<file path="src/design/smma_pkg.sv">
// Shared types and constants for the square matrix multiply-accumulate core.
// No dependencies; every other file imports this package.
package smma_pkg;

	localparam int DATA_W = 32;
	localparam int FRAC_W = 16;
	localparam int PROD_W = 2 * DATA_W;
	// exact sum of up to 64 Q32.32 products plus the scaled C value
	localparam int ACC_W  = 72;

	localparam int KIND_W = 3;
	localparam int IDX_W  = 4;
	localparam int SIZE_W = 5;

	localparam logic [KIND_W-1:0] KIND_LOAD_A  = 3'd0;
	localparam logic [KIND_W-1:0] KIND_LOAD_B  = 3'd1;
	localparam logic [KIND_W-1:0] KIND_LOAD_C  = 3'd2;
	localparam logic [KIND_W-1:0] KIND_COMPUTE = 3'd3;
	localparam logic [KIND_W-1:0] KIND_READ_C  = 3'd4;

	localparam logic STATUS_READ = 1'b0;
	localparam logic STATUS_DONE = 1'b1;

	localparam logic [SIZE_W-1:0] SIZE_RESET = 5'd16;

	localparam logic [DATA_W-1:0] SAT_MAX = 32'h7FFF_FFFF;
	localparam logic [DATA_W-1:0] SAT_MIN = 32'h8000_0000;

	localparam int APB_ADDR_W = 3;
	localparam int APB_DATA_W = 32;
	localparam logic REG_MATRIX_SIZE = 1'b0;

	// one read issue of the shared multiply-accumulate unit
	typedef struct packed {
		logic valid;
		logic first;
	} smma_iss_t;

endpackage

</file>
<file path="src/design/smma_mac.sv">
// Shared multiply-accumulate unit: registered 32x32 multiply, 72-bit accumulator,
// shift and saturate of the finished sum. Depends on smma_pkg.
module smma_mac import smma_pkg::*; (
	input  logic              clk,
	input  logic              arst_n,
	input  smma_iss_t         iss,
	input  logic [DATA_W-1:0] a_data,
	input  logic [DATA_W-1:0] b_data,
	input  logic [DATA_W-1:0] c_data,
	output logic [DATA_W-1:0] result
);

	smma_iss_t                iss_s1;
	logic                     mac_s2;
	logic signed [PROD_W-1:0] prod_s2;
	logic        [ACC_W-1:0]  acc_q;
	logic signed [DATA_W-1:0] a_ext;
	logic signed [DATA_W-1:0] b_ext;
	logic [ACC_W-DATA_W-FRAC_W:0] acc_hi;

	assign a_ext = $signed(a_data);
	assign b_ext = $signed(b_data);

	always_ff @(posedge clk or negedge arst_n) begin
		if (!arst_n) begin
			iss_s1 <= '0;
			mac_s2 <= 1'b0;
		end else begin
			iss_s1 <= iss;
			mac_s2 <= iss_s1.valid;
		end
	end

	always_ff @(posedge clk) begin
		prod_s2 <= a_ext * b_ext;
		// load C scaled to Q32.32 with the first operand pair, then add products
		if (iss_s1.valid && iss_s1.first) begin
			acc_q <= {{(ACC_W-DATA_W-FRAC_W){c_data[DATA_W-1]}}, c_data, {FRAC_W{1'b0}}};
		end else if (mac_s2) begin
			acc_q <= acc_q + {{(ACC_W-PROD_W){prod_s2[PROD_W-1]}}, prod_s2};
		end
	end

	assign acc_hi = acc_q[ACC_W-1:DATA_W+FRAC_W-1];

	always_comb begin
		if ((&acc_hi) || !(|acc_hi)) begin
			result = acc_q[DATA_W+FRAC_W-1:FRAC_W];
		end else if (acc_q[ACC_W-1]) begin
			result = SAT_MIN;
		end else begin
			result = SAT_MAX;
		end
	end

	a_init_not_during_add: assert property (@(posedge clk) disable iff (!arst_n)
		!(iss_s1.valid && iss_s1.first && mac_s2))
		else $error("accumulator init collides with a pending product");

endmodule

</file>
<file path="config.mk">
export PLATFORM = sky130hd
export DESIGN_NAME = smma_mac
export DESIGN_NICKNAME = d
export VERILOG_FILES = /design/src/design/smma_pkg.sv /design/src/design/smma_mac.sv
export SDC_FILE = /design/constraint.sdc
export NUM_CORES = 2
export LEC_CHECK = 0
export ABC_CLOCK_PERIOD_IN_PS = 9100
export BUFFER_PORTS_ARGS = -buffer_cell sky130_fd_sc_hd__buf_2
export CAP_MARGIN = 5
export CORE_AREA = 2 2 234 329
export DETAILED_ROUTE_END_ITERATION = 10
export DIE_AREA = 0 0 236 331
export PLACE_DENSITY = 0.87
export SETUP_SLACK_MARGIN = 0.02
export SLEW_MARGIN = 20
export SYNTH_ARGS = -nofsm -noshare
export SYNTH_HDL_FRONTEND = slang
export SYNTH_SLANG_ARGS = --single-unit
</file>
<file path="constraint.sdc">
create_clock -name clk -period 9.1 [get_ports clk]
set_input_delay 0.91 -clock clk [delete_from_list [all_inputs] [get_ports clk]]
set_output_delay 0.91 -clock clk [all_outputs]
set_load 0.02 [all_outputs]
</file>
==> metrics <==
vias per cell 5.93; vias in the first global route 39,400; area grow syn2layout 4.70%; clk root buf clkbuf_16; synthesized area 44,800 µm²; register area share after synthesis 7.50%; WL met2 64.0 mm; r2r startpoint acc_q[23]$_DFFE_PP_; Clk pin slew, worst setup/hold paths 70 ps; Die Wd 236 µm; Overflow after GRT 0; initial antenna violation count 15; Post-DP HPWL 102 mm; Slew @ Worst Pin 1130 ps; CP startpoint kind input pin; layout filler cell count 5,719; WL met3 8.46 mm; CTS H-tree lvls 4; fin nets 6,263; via count 34,500; post-route ant nets 0; ranking of synthesized cells by area fa_1 48%, inv_1 8.6%, and2_1 7.3%; crit end category flop; Post-Syn Nets 6,291; count of cell types in the netlist 80; DRT iter0 DRCs 2,655; final setup vio count 0; Achievable Freq 116 MHz; yosys warns 0; multi-input logic area 36,700 µm²; Post-Synthesis Cells 4,853; Fin. Hold Viols 0; ys flop type dfxtp_1; setup TNS 0 ps; Synth async-reset ratio 2.16%; Placeable Area 74,900 µm²; DRC errors left 0; clock skew 11.1 ps; Reg-to-Reg End acc_q[70]$_DFFE_PP_; Final min period 8640 ps; status complete, no violations; height of the die 331 µm; slack of the critical path 462 ps; RSZ-0062 raised after global routing false; TritonCTS clock tree done; Worst Path Arrival 8970 ps; CP Max Fanout 18; die area 78,100 µm²; R2R Setup Slk 4950 ps; CTS Hold Buffers Added 0; worst hold slack 259 ps; Synth top area share 48.4%; dominant cell type by area after synthesis fa_1; highest routed layer met5; register area 3360 µm²; Routability Congestion 0.965; CP endpoint prod_s2[63]$_DFF_P_; largest net degree at the start of global routing 57; global-route wire length before repair 202 mm; port bufs 131; Seq cells post-synth 139; 1st-pass router iterations 6; gr usage total 33.7%; CP startpoint b_data[23]; type of the most critical hold path input pin to async pin; num rows 119; WL met1 37.8 mm; Register-to-Register Path Depth 11; required time worst endpoint 9430 ps; clock latency at the later pin of the worst-skew pair 440 ps; DP Worst Slack 29.2 ps; I/O pin count 132; top-count cell post-synth fa_1; number of synthesized flops with an enable pin 56; clk sinks 139; # Max-Cap Violations 0; share of cells above drive strength 1 5.33%; CTS buffer count 17; routed len/inst 21.5 µm; Slew Viols, Final 0; relative slew slack 23.0%; fin crit share 94.9%; most frequent cells after synthesis 1,083 x fa_1, 1,027 x inv_1, 620 x nand2_1; WL final 125 mm; clock buffer depth 2; initial core utilization 59.8%; Syn Area/Cell 9.23 µm²; crit path kind input pin to flop
==> worst max-delay path: stages <==
cell	delay, ps
buf_2	410
buf_4	370
nand2_1	130
fa_1	550
inv_1	50
fa_1	480
fa_1	550
fa_1	830
fa_1	580
fa_1	530
fa_1	440
fa_1	480
ha_1	460
nand2_1	150
o31ai_1	220
a21oi_1	100
o21ai_0	260
nand3_1	120
a41oi_1	410
a31oi_1	220
o221ai_1	350
o221ai_1	210
xnor2_1	150
==> stage by stage <==
| step | instance area (µm²) | utilization (%) | instances |
|---|---|---|---|
| floorplan | 44800 | - | 4853 |
| global placement | 46300 | 61.8 | 5774 |
| detailed placement | 46300 | 61.8 | 5774 |
| CTS | 46900 | 62.6 | 5806 |
| global route | 46900 | 62.6 | 5812 |
| finish | 46900 | 62.6 | 5815 |
==> timing repair <==
action / 4_1_cts / 5_1_grt
setup buffers: 0 / 0
setup endpoints to repair: 0 / 1
gates resized for setup: 0 / 8
==> layout make-up <==
type,count,share of cell area (%)
inverter,1027,8.22
antenna,9,0.0480
tap,968,2.58
clock buffer,18,0.936
multi-input combinational,3440,78.2
sequential,139,7.16
timing repair buffer,200,2.54
clock inverter,14,0.320
==> layer usage <==
layer	vias to the layer above	track usage [%]
li1	14500	-
met4	4	32.1
met2	1861	60.0
met3	876	5.66
met5	-	0
met1	17200	33.4
==> cell usage in the layout (no fill, tap or decap), types with 28 or more instances in the layout <==
master    synthesis  final
dfxtp_1          80     80
buf_2             2    124
nand2_1         620    619
nand4_1          33     33
buf_4             0     69
a21o_1           57     57
o21ai_0         156    156
xor2_1           38     38
a21oi_1         139    138
fa_1           1083   1083
nor2_1           93     93
and2_1          523    523
nand3_1          28     28
edfxtp_1         56     56
inv_1          1027   1027
nor2b_1          42     42
ha_1            255    255
xnor2_1         102    102
==> flip-flops by register name, summed over array words and instances, names as in the netlist <==
name	cells
acc_q	72
iss_s1	2
mac_s2	1
prod_s2	64
==> cells by family after synthesis <==
group / after synthesis / share of synthesized area, %
AO/OA/AOI/OAI: 521 / 7.37
buffers and inverters: 1274 / 10.7
AND/OR/NAND/NOR: 1429 / 15.9
XOR/XNOR: 140 / 2.74
flip-flops: 139 / 7.50
adder cells (fa/ha/maj): 1338 / 55.5
multiplexers: 12 / 0.274
==> worst min path at each step <==
stage | start | slack, ps | end | cells after the start
3_5_place_dp | iss_s1[1]$_DFF_PN0_ | 390 | mac_s2$_DFF_PN0_ | 0
5_1_grt | arst_n | 250 | iss_s1[0]$_DFF_PN0_ | 1
6_report | arst_n | 260 | iss_s1[0]$_DFF_PN0_ | 1
4_1_cts | arst_n | 250 | iss_s1[0]$_DFF_PN0_ | 1
3_3_place_gp | iss_s1[1]$_DFF_PN0_ | 370 | mac_s2$_DFF_PN0_ | 0
2_1_floorplan | iss_s1[1]$_DFF_PN0_ | 370 | mac_s2$_DFF_PN0_ | 0
Power is left out: the tool's default activity adds up to more than one toggle a clock period on the data nets, which glitch-free logic cannot reach.
