--- config.mk ---
export PLATFORM = sky130hd
export DESIGN_NAME = smma_seq
export DESIGN_NICKNAME = d
export VERILOG_FILES = /design/src/design/smma_pkg.sv /design/src/design/smma_seq.sv
export SDC_FILE = /design/constraint.sdc
export NUM_CORES = 1
export LEC_CHECK = 0
export BUFFER_PORTS_ARGS = -buffer_cell sky130_fd_sc_hd__buf_2
export CORE_UTILIZATION = 40
export CTS_BUF_LIST = sky130_fd_sc_hd__clkbuf_4 sky130_fd_sc_hd__clkbuf_8
export CTS_CLUSTER_SIZE = 28
export DETAILED_ROUTE_END_ITERATION = 10
export SETUP_SLACK_MARGIN = 0.2
export SLEW_MARGIN = 20
export SYNTH_ARGS = -nofsm -noshare
export SYNTH_HDL_FRONTEND = slang
export SYNTH_SLANG_ARGS = --single-unit
--- constraint.sdc ---
create_clock -name clk -period 2.1 [get_ports clk]
set_clock_uncertainty 0.05 [all_clocks]
set_input_delay 0.21 -clock clk [delete_from_list [all_inputs] [get_ports clk]]
set_output_delay 0.21 -clock clk [all_outputs]
set_load 0.02 [all_outputs]
--- src/design/smma_pkg.sv ---
// Shared types and constants for the square matrix multiply-accumulate core.
// No dependencies; every other file imports this package.
package smma_pkg;

	localparam int DATA_W = 32;
	localparam int FRAC_W = 16;
	localparam int PROD_W = 2 * DATA_W;
	// exact sum of up to 64 Q32.32 products plus the scaled C value
	localparam int ACC_W  = 72;

	localparam int KIND_W = 3;
	localparam int IDX_W  = 4;
	localparam int SIZE_W = 5;

	localparam logic [KIND_W-1:0] KIND_LOAD_A  = 3'd0;
	localparam logic [KIND_W-1:0] KIND_LOAD_B  = 3'd1;
	localparam logic [KIND_W-1:0] KIND_LOAD_C  = 3'd2;
	localparam logic [KIND_W-1:0] KIND_COMPUTE = 3'd3;
	localparam logic [KIND_W-1:0] KIND_READ_C  = 3'd4;

	localparam logic STATUS_READ = 1'b0;
	localparam logic STATUS_DONE = 1'b1;

	localparam logic [SIZE_W-1:0] SIZE_RESET = 5'd16;

	localparam logic [DATA_W-1:0] SAT_MAX = 32'h7FFF_FFFF;
	localparam logic [DATA_W-1:0] SAT_MIN = 32'h8000_0000;

	localparam int APB_ADDR_W = 3;
	localparam int APB_DATA_W = 32;
	localparam logic REG_MATRIX_SIZE = 1'b0;

	// one read issue of the shared multiply-accumulate unit
	typedef struct packed {
		logic valid;
		logic first;
	} smma_iss_t;

endpackage

--- src/design/smma_seq.sv ---
// Sequencer for the compute request: walks rows, columns and the inner index,
// drives the store read addresses and the write-back. Depends on smma_pkg.
module smma_seq import smma_pkg::*; #(
	parameter int MAX_DIM = 16
) (
	input  logic                                  clk,
	input  logic                                  arst_n,
	input  logic                                  start,
	input  logic [SIZE_W-1:0]                     matrix_size,
	input  logic                                  done_ack,
	output smma_iss_t                             iss,
	output logic [$clog2(MAX_DIM*MAX_DIM)-1:0]    a_addr,
	output logic [$clog2(MAX_DIM*MAX_DIM)-1:0]    b_addr,
	output logic [$clog2(MAX_DIM*MAX_DIM)-1:0]    c_addr,
	output logic                                  wb_en,
	output logic                                  done_req,
	output logic                                  busy
);

	localparam int ADDR_W = $clog2(MAX_DIM * MAX_DIM);
	localparam int IW     = $clog2(MAX_DIM);
	localparam int NW     = $clog2(MAX_DIM + 1);

	typedef enum logic [2:0] {
		ST_IDLE,
		ST_ISSUE,
		ST_DRAIN1,
		ST_DRAIN2,
		ST_WB,
		ST_DONE
	} state_t;

	state_t          state_q;
	logic [NW-1:0]   n_q;
	logic [IW-1:0]   i_q;
	logic [IW-1:0]   j_q;
	logic [IW-1:0]   k_q;
	logic [NW-1:0]   n_eff;
	logic            i_last;
	logic            j_last;
	logic            k_last;

	assign n_eff  = (32'(matrix_size) > MAX_DIM) ? NW'(MAX_DIM) : NW'(matrix_size);
	assign i_last = (NW'(i_q) + NW'(1)) == n_q;
	assign j_last = (NW'(j_q) + NW'(1)) == n_q;
	assign k_last = (NW'(k_q) + NW'(1)) == n_q;

	always_ff @(posedge clk or negedge arst_n) begin
		if (!arst_n) begin
			state_q <= ST_IDLE;
			n_q     <= '0;
			i_q     <= '0;
			j_q     <= '0;
			k_q     <= '0;
		end else begin
			case (state_q)
				ST_IDLE: begin
					if (start) begin
						n_q     <= n_eff;
						i_q     <= '0;
						j_q     <= '0;
						k_q     <= '0;
						state_q <= (n_eff == '0) ? ST_DONE : ST_ISSUE;
					end
				end
				ST_ISSUE: begin
					if (k_last) begin
						k_q     <= '0;
						state_q <= ST_DRAIN1;
					end else begin
						k_q <= k_q + IW'(1);
					end
				end
				ST_DRAIN1: state_q <= ST_DRAIN2;
				ST_DRAIN2: state_q <= ST_WB;
				ST_WB: begin
					if (j_last) begin
						j_q <= '0;
						if (i_last) begin
							state_q <= ST_DONE;
						end else begin
							i_q     <= i_q + IW'(1);
							state_q <= ST_ISSUE;
						end
					end else begin
						j_q     <= j_q + IW'(1);
						state_q <= ST_ISSUE;
					end
				end
				ST_DONE: begin
					if (done_ack) begin
						state_q <= ST_IDLE;
					end
				end
				default: state_q <= ST_IDLE;
			endcase
		end
	end

	assign iss.valid = (state_q == ST_ISSUE);
	assign iss.first = (k_q == '0);
	assign wb_en     = (state_q == ST_WB);
	assign done_req  = (state_q == ST_DONE);
	assign busy      = (state_q != ST_IDLE);

	assign a_addr = ADDR_W'(ADDR_W'(i_q) * ADDR_W'(MAX_DIM) + ADDR_W'(k_q));
	assign b_addr = ADDR_W'(ADDR_W'(k_q) * ADDR_W'(MAX_DIM) + ADDR_W'(j_q));
	assign c_addr = ADDR_W'(ADDR_W'(i_q) * ADDR_W'(MAX_DIM) + ADDR_W'(j_q));

	a_inner_in_range: assert property (@(posedge clk) disable iff (!arst_n)
		iss.valid |-> (NW'(k_q) < n_q))
		else $error("inner index ran past the matrix size");

endmodule

==> results.txt <==
The sum of overflow across all layers after global routing is 0. The number of warnings reported in the yosys synthesis log is 0. In the final layout, the share of cells above drive strength 1 is 47.2%. The die outline height is between 60 and 70 um.

The worst setup path is of the flip-flop to flip-flop kind. The placed standard-cell area came out at approximately 0.0018 mm^2. The maximum number of pins on one net before global-route repair came out at 21. For this run, the top clock speed supported by timing is between 400 and 500 MHz. The final-report hold violation count came out at 0.

The HPWL reported at the end of detailed placement came out at 2700 um. The floorplan step defined a die boundary enclosing around 0.0042 mm^2. The CTS tree is done. The per-cell via count in the routed design came out at 5.32. On the critical path the largest part of the delay comes from compound AO/OA/AOI/OAI gates. The number of slew-limit violations in the final report came out at 0. The highest cell delay on the worst timing path came out at approximately 0.45 ns. Wires add up to between 3000 and 4000 um. The number of port buffers is 37.

The setup check on the worst reg-to-reg path leaves a slack of between 0.09 and 0.1 ns. The final net count is 232. Global routing used between 10% and 20% of the available tracks across all layers. The summed negative setup slack over all endpoints is 0 ns. The clock latency reported for the late side of the worst-skew pair is 0.26 ns. The critical path capture point type is a flip-flop. The initial cell density of the core is 42.5%. The final critical-path share of the clock period is between 90% and 100%. The number of antenna diodes is 0. The wire length per cell after detailed routing came out at 14.7 um. The placeable core region is about 0.0037 mm^2. The worst register-to-register path begins at k_q[0]. The run finished with clean final reports.

The largest individual stage delay along the critical path comes from the cell dfrtp_2. The net count after synthesis came out at 190. The placement row count came out at 22. The DRC violation count after routing came out at 0.

The first global-routing pass estimated 6370 um of wire. The via count of the first global-routing pass came out at 1390. The critical path buffer and inverter count is 0. The post-synthesis cell area is about 0.0016 mm^2. The post-synthesis sequential area ratio is about a third. The worst hold path begins at matrix_size[1]. For this design the ratio of total power to cell area is ~1400 mW/mm^2. Clock-pin slew was measured on the worst setup and hold paths at about 0.090 ns. The clock period minus final worst setup slack is ~2 ns. STA puts the critical path data required time at around 2.2 ns. The number of primary I/O pins is 38.

The worst-case IR drop observed on VDD is 0.000637 V. The pin slew with the least headroom to its limit is roughly 0.64 ns. The count of distinct cell types in the synthesized netlist is 51. The number of buffers between clock root and the deepest sink came out at 2. The layout overhead on the synthesized area came out at 30.3%. The data arrival time at the worst-slack endpoint is ~2.1 ns. For this design, the sink count on the clock tree is 20. The mean instance size in the synthesized netlist came out at just under 9 um^2. The worst slew margin relative to its limit came out at about 57%. The post-route antenna net violation count came out at 0. Setup repair after global routing could not meet its margin everywhere. The number of antenna violations at the first check in global routing came to 0.

Counting flops and latches in the post-synthesis netlist gives 20. The tightest min-delay check is of the input pin to flip-flop type. Summing all non-filler instances in the final layout gives an area of about 0.002 mm^2.

The x dimension of the die came out at between 60 and 70 um. The number of clock buffers added by TritonCTS is 3. The leakage power is 0.000923 uW.

CTS built an H-tree with a depth of 1. The total of max-cap violations is 0. In this run the worst setup path begins at k_q[0].

Summing over every cut layer, the via total after detailed routing is approximately 1400. In this run the clock root is driven by a clkbuf_8. Traced cell by cell, the critical path runs through ha_4, nor2_1, o31ai_4, a2111oi_2, a21boi_4, nand2b_4, o211ai_2.

The total iterations of the first detailed-routing run came out at 5. The maximum fanout along the worst path is 6. The kind of start point of the critical path is a flip-flop. The synthesized instance count is 177. The number of setup violations in the final report is 0.

The initial detailed-routing violation count is a little under 50. At the end of routability-driven placement, the weighted congestion stood at 0.826.
[where the power goes]
part	switching [uW]	total, uW	internal (uW)
Clock	141	396	255
Combinational	857	1610	753
Sequential	251	772	521
Total	1250	2780	1530
[final cells by class]
cell class | count | area (um^2)
fillers | 352 | 1660
multi-input cells | 131 | 1040
flip-flops and latches | 20 | 514
repair buffers | 57 | 353
well taps | 48 | 60.1
clock buffers | 3 | 41.3
clock inverters | 1 | 30.0
inverters | 6 | 22.5
[registers in the layout, summed over array words and instances, names as in the netlist]
signal and cells:
j_q 4, k_q 4, state_q 3, n_q 5, i_q 4
[what timing repair did]
action                                 in CTS  in global routing
pin swaps                                  13                  6
resized for setup                          13                 10
endpoints found under the hold margin      20                  0
hold buffers                                1                  0
buffers inserted                           12                  2
setup endpoints to repair                  11                 14
[placed cells by master, fill, tap and decap left out, types with 2 or more instances in the layout]
cell type / count
a2111oi_2: 2
a21o_1: 2
a21oi_1: 6
buf_2: 37
buf_4: 15
buf_6: 4
clkbuf_8: 3
dfrtp_1: 9
dfrtp_2: 11
ha_4: 3
inv_1: 5
nand2_1: 18
nand2b_1: 6
nand3_1: 7
nand3_2: 2
nor2_1: 9
nor2b_1: 3
nor3_1: 2
nor3b_1: 2
o211ai_1: 2
o211ai_2: 2
o21ai_0: 10
o21ai_1: 3
o21ai_2: 2
or2b_2: 2
xnor2_1: 9
xor2_1: 4
xor2_2: 2
[metrics by stage]
| step | hold slack (ns) | total power (uW) | util (%) | std cells | setup slack, ns |
|---|---|---|---|---|---|
| 2_1_floorplan | -0.136 | 1940 | - | 177 | 0.148 |
| 3_3_place_gp | 0.146 | 2110 | 47.8 | 247 | 0.0741 |
| 3_5_place_dp | 0.151 | 2160 | 47.8 | 247 | 0.0218 |
| 4_1_cts | 0.150 | 2710 | 53.6 | 264 | 0.119 |
| 5_1_grt | 0.149 | 2990 | 55.4 | 266 | -0.0136 |
| 6_report | 0.152 | 2780 | 55.4 | 266 | 0.0944 |
[worst paths after layout]
path                       endpoint  cells past startpoint
min in group asynchronous    j_q[2]                      2
hold / removal               n_q[1]                      3
setup / recovery             k_q[3]                      7
setup reg to reg             k_q[3]                      7
max in group asynchronous    n_q[3]                      2
hold reg to reg              n_q[2]                      2
[worst register-to-register path, delay by kind of cell (launching register included)]
family	cells	cell delay (ns)
flip-flops	1	0.45
AND/OR/NAND/NOR	2	0.35
AO/OA/AOI/OAI	4	0.86
adder cells (fa/ha/maj)	1	0.19
[cell usage after synthesis (all sizes together)]
cell type	instances	area share [%]
nor2	9	2.1
a21boi	2	1.7
o2111ai	1	0.55
mux2	2	1.4
buf	15	8.4
nor2b	3	1.2
xor2	6	3.3
o211ai	4	2.5
or4b	1	0.63
and2	2	0.87
nand2b	7	2.8
a2111oi	3	3.2
or4	1	0.48
o21a	1	0.48
o22ai	1	0.40
a21o	2	0.95
and4b	1	0.63
nor4	1	0.40
dfrtp	20	32
a22oi	1	0.48
and2b	1	0.55
xnor2	10	5.5
nand4	1	0.40
inv	6	1.4
mux2i	1	0.63
clkbuf	5	1.2
ha	4	3.2
nor3	3	0.95
nor3b	3	1.4
a21oi	6	1.9
a211oi	1	0.79
or3b	1	0.55
o221a	1	0.71
or2b	2	1.1
o31ai	2	1.3
nand3	9	2.9
nand3b	1	0.48
and3b	1	0.55
nand2	19	4.5
o21ai	15	4.8
and3	1	0.40
a22o	1	0.55
[kinds of logic after synthesis]
group	after synthesis	synth area share, %
multiplexers	3	2.06
XOR/XNOR	16	8.87
AND/OR/NAND/NOR	67	22.9
adder cells (fa/ha/maj)	4	3.17
flip-flops	20	31.7
AO/OA/AOI/OAI	41	20.3
buffers and inverters	26	11.0
[layer usage]
metal  track usage, %  part of all wire [%]  vias up
li1                 -                     -      690
met1             24.7                    43      696
met2             35.7                    53       28
met3             2.64                   2.7        2
met4             5.00                  0.38        0
met5                0                     0        -
Power figures use the tool's default switching activity.
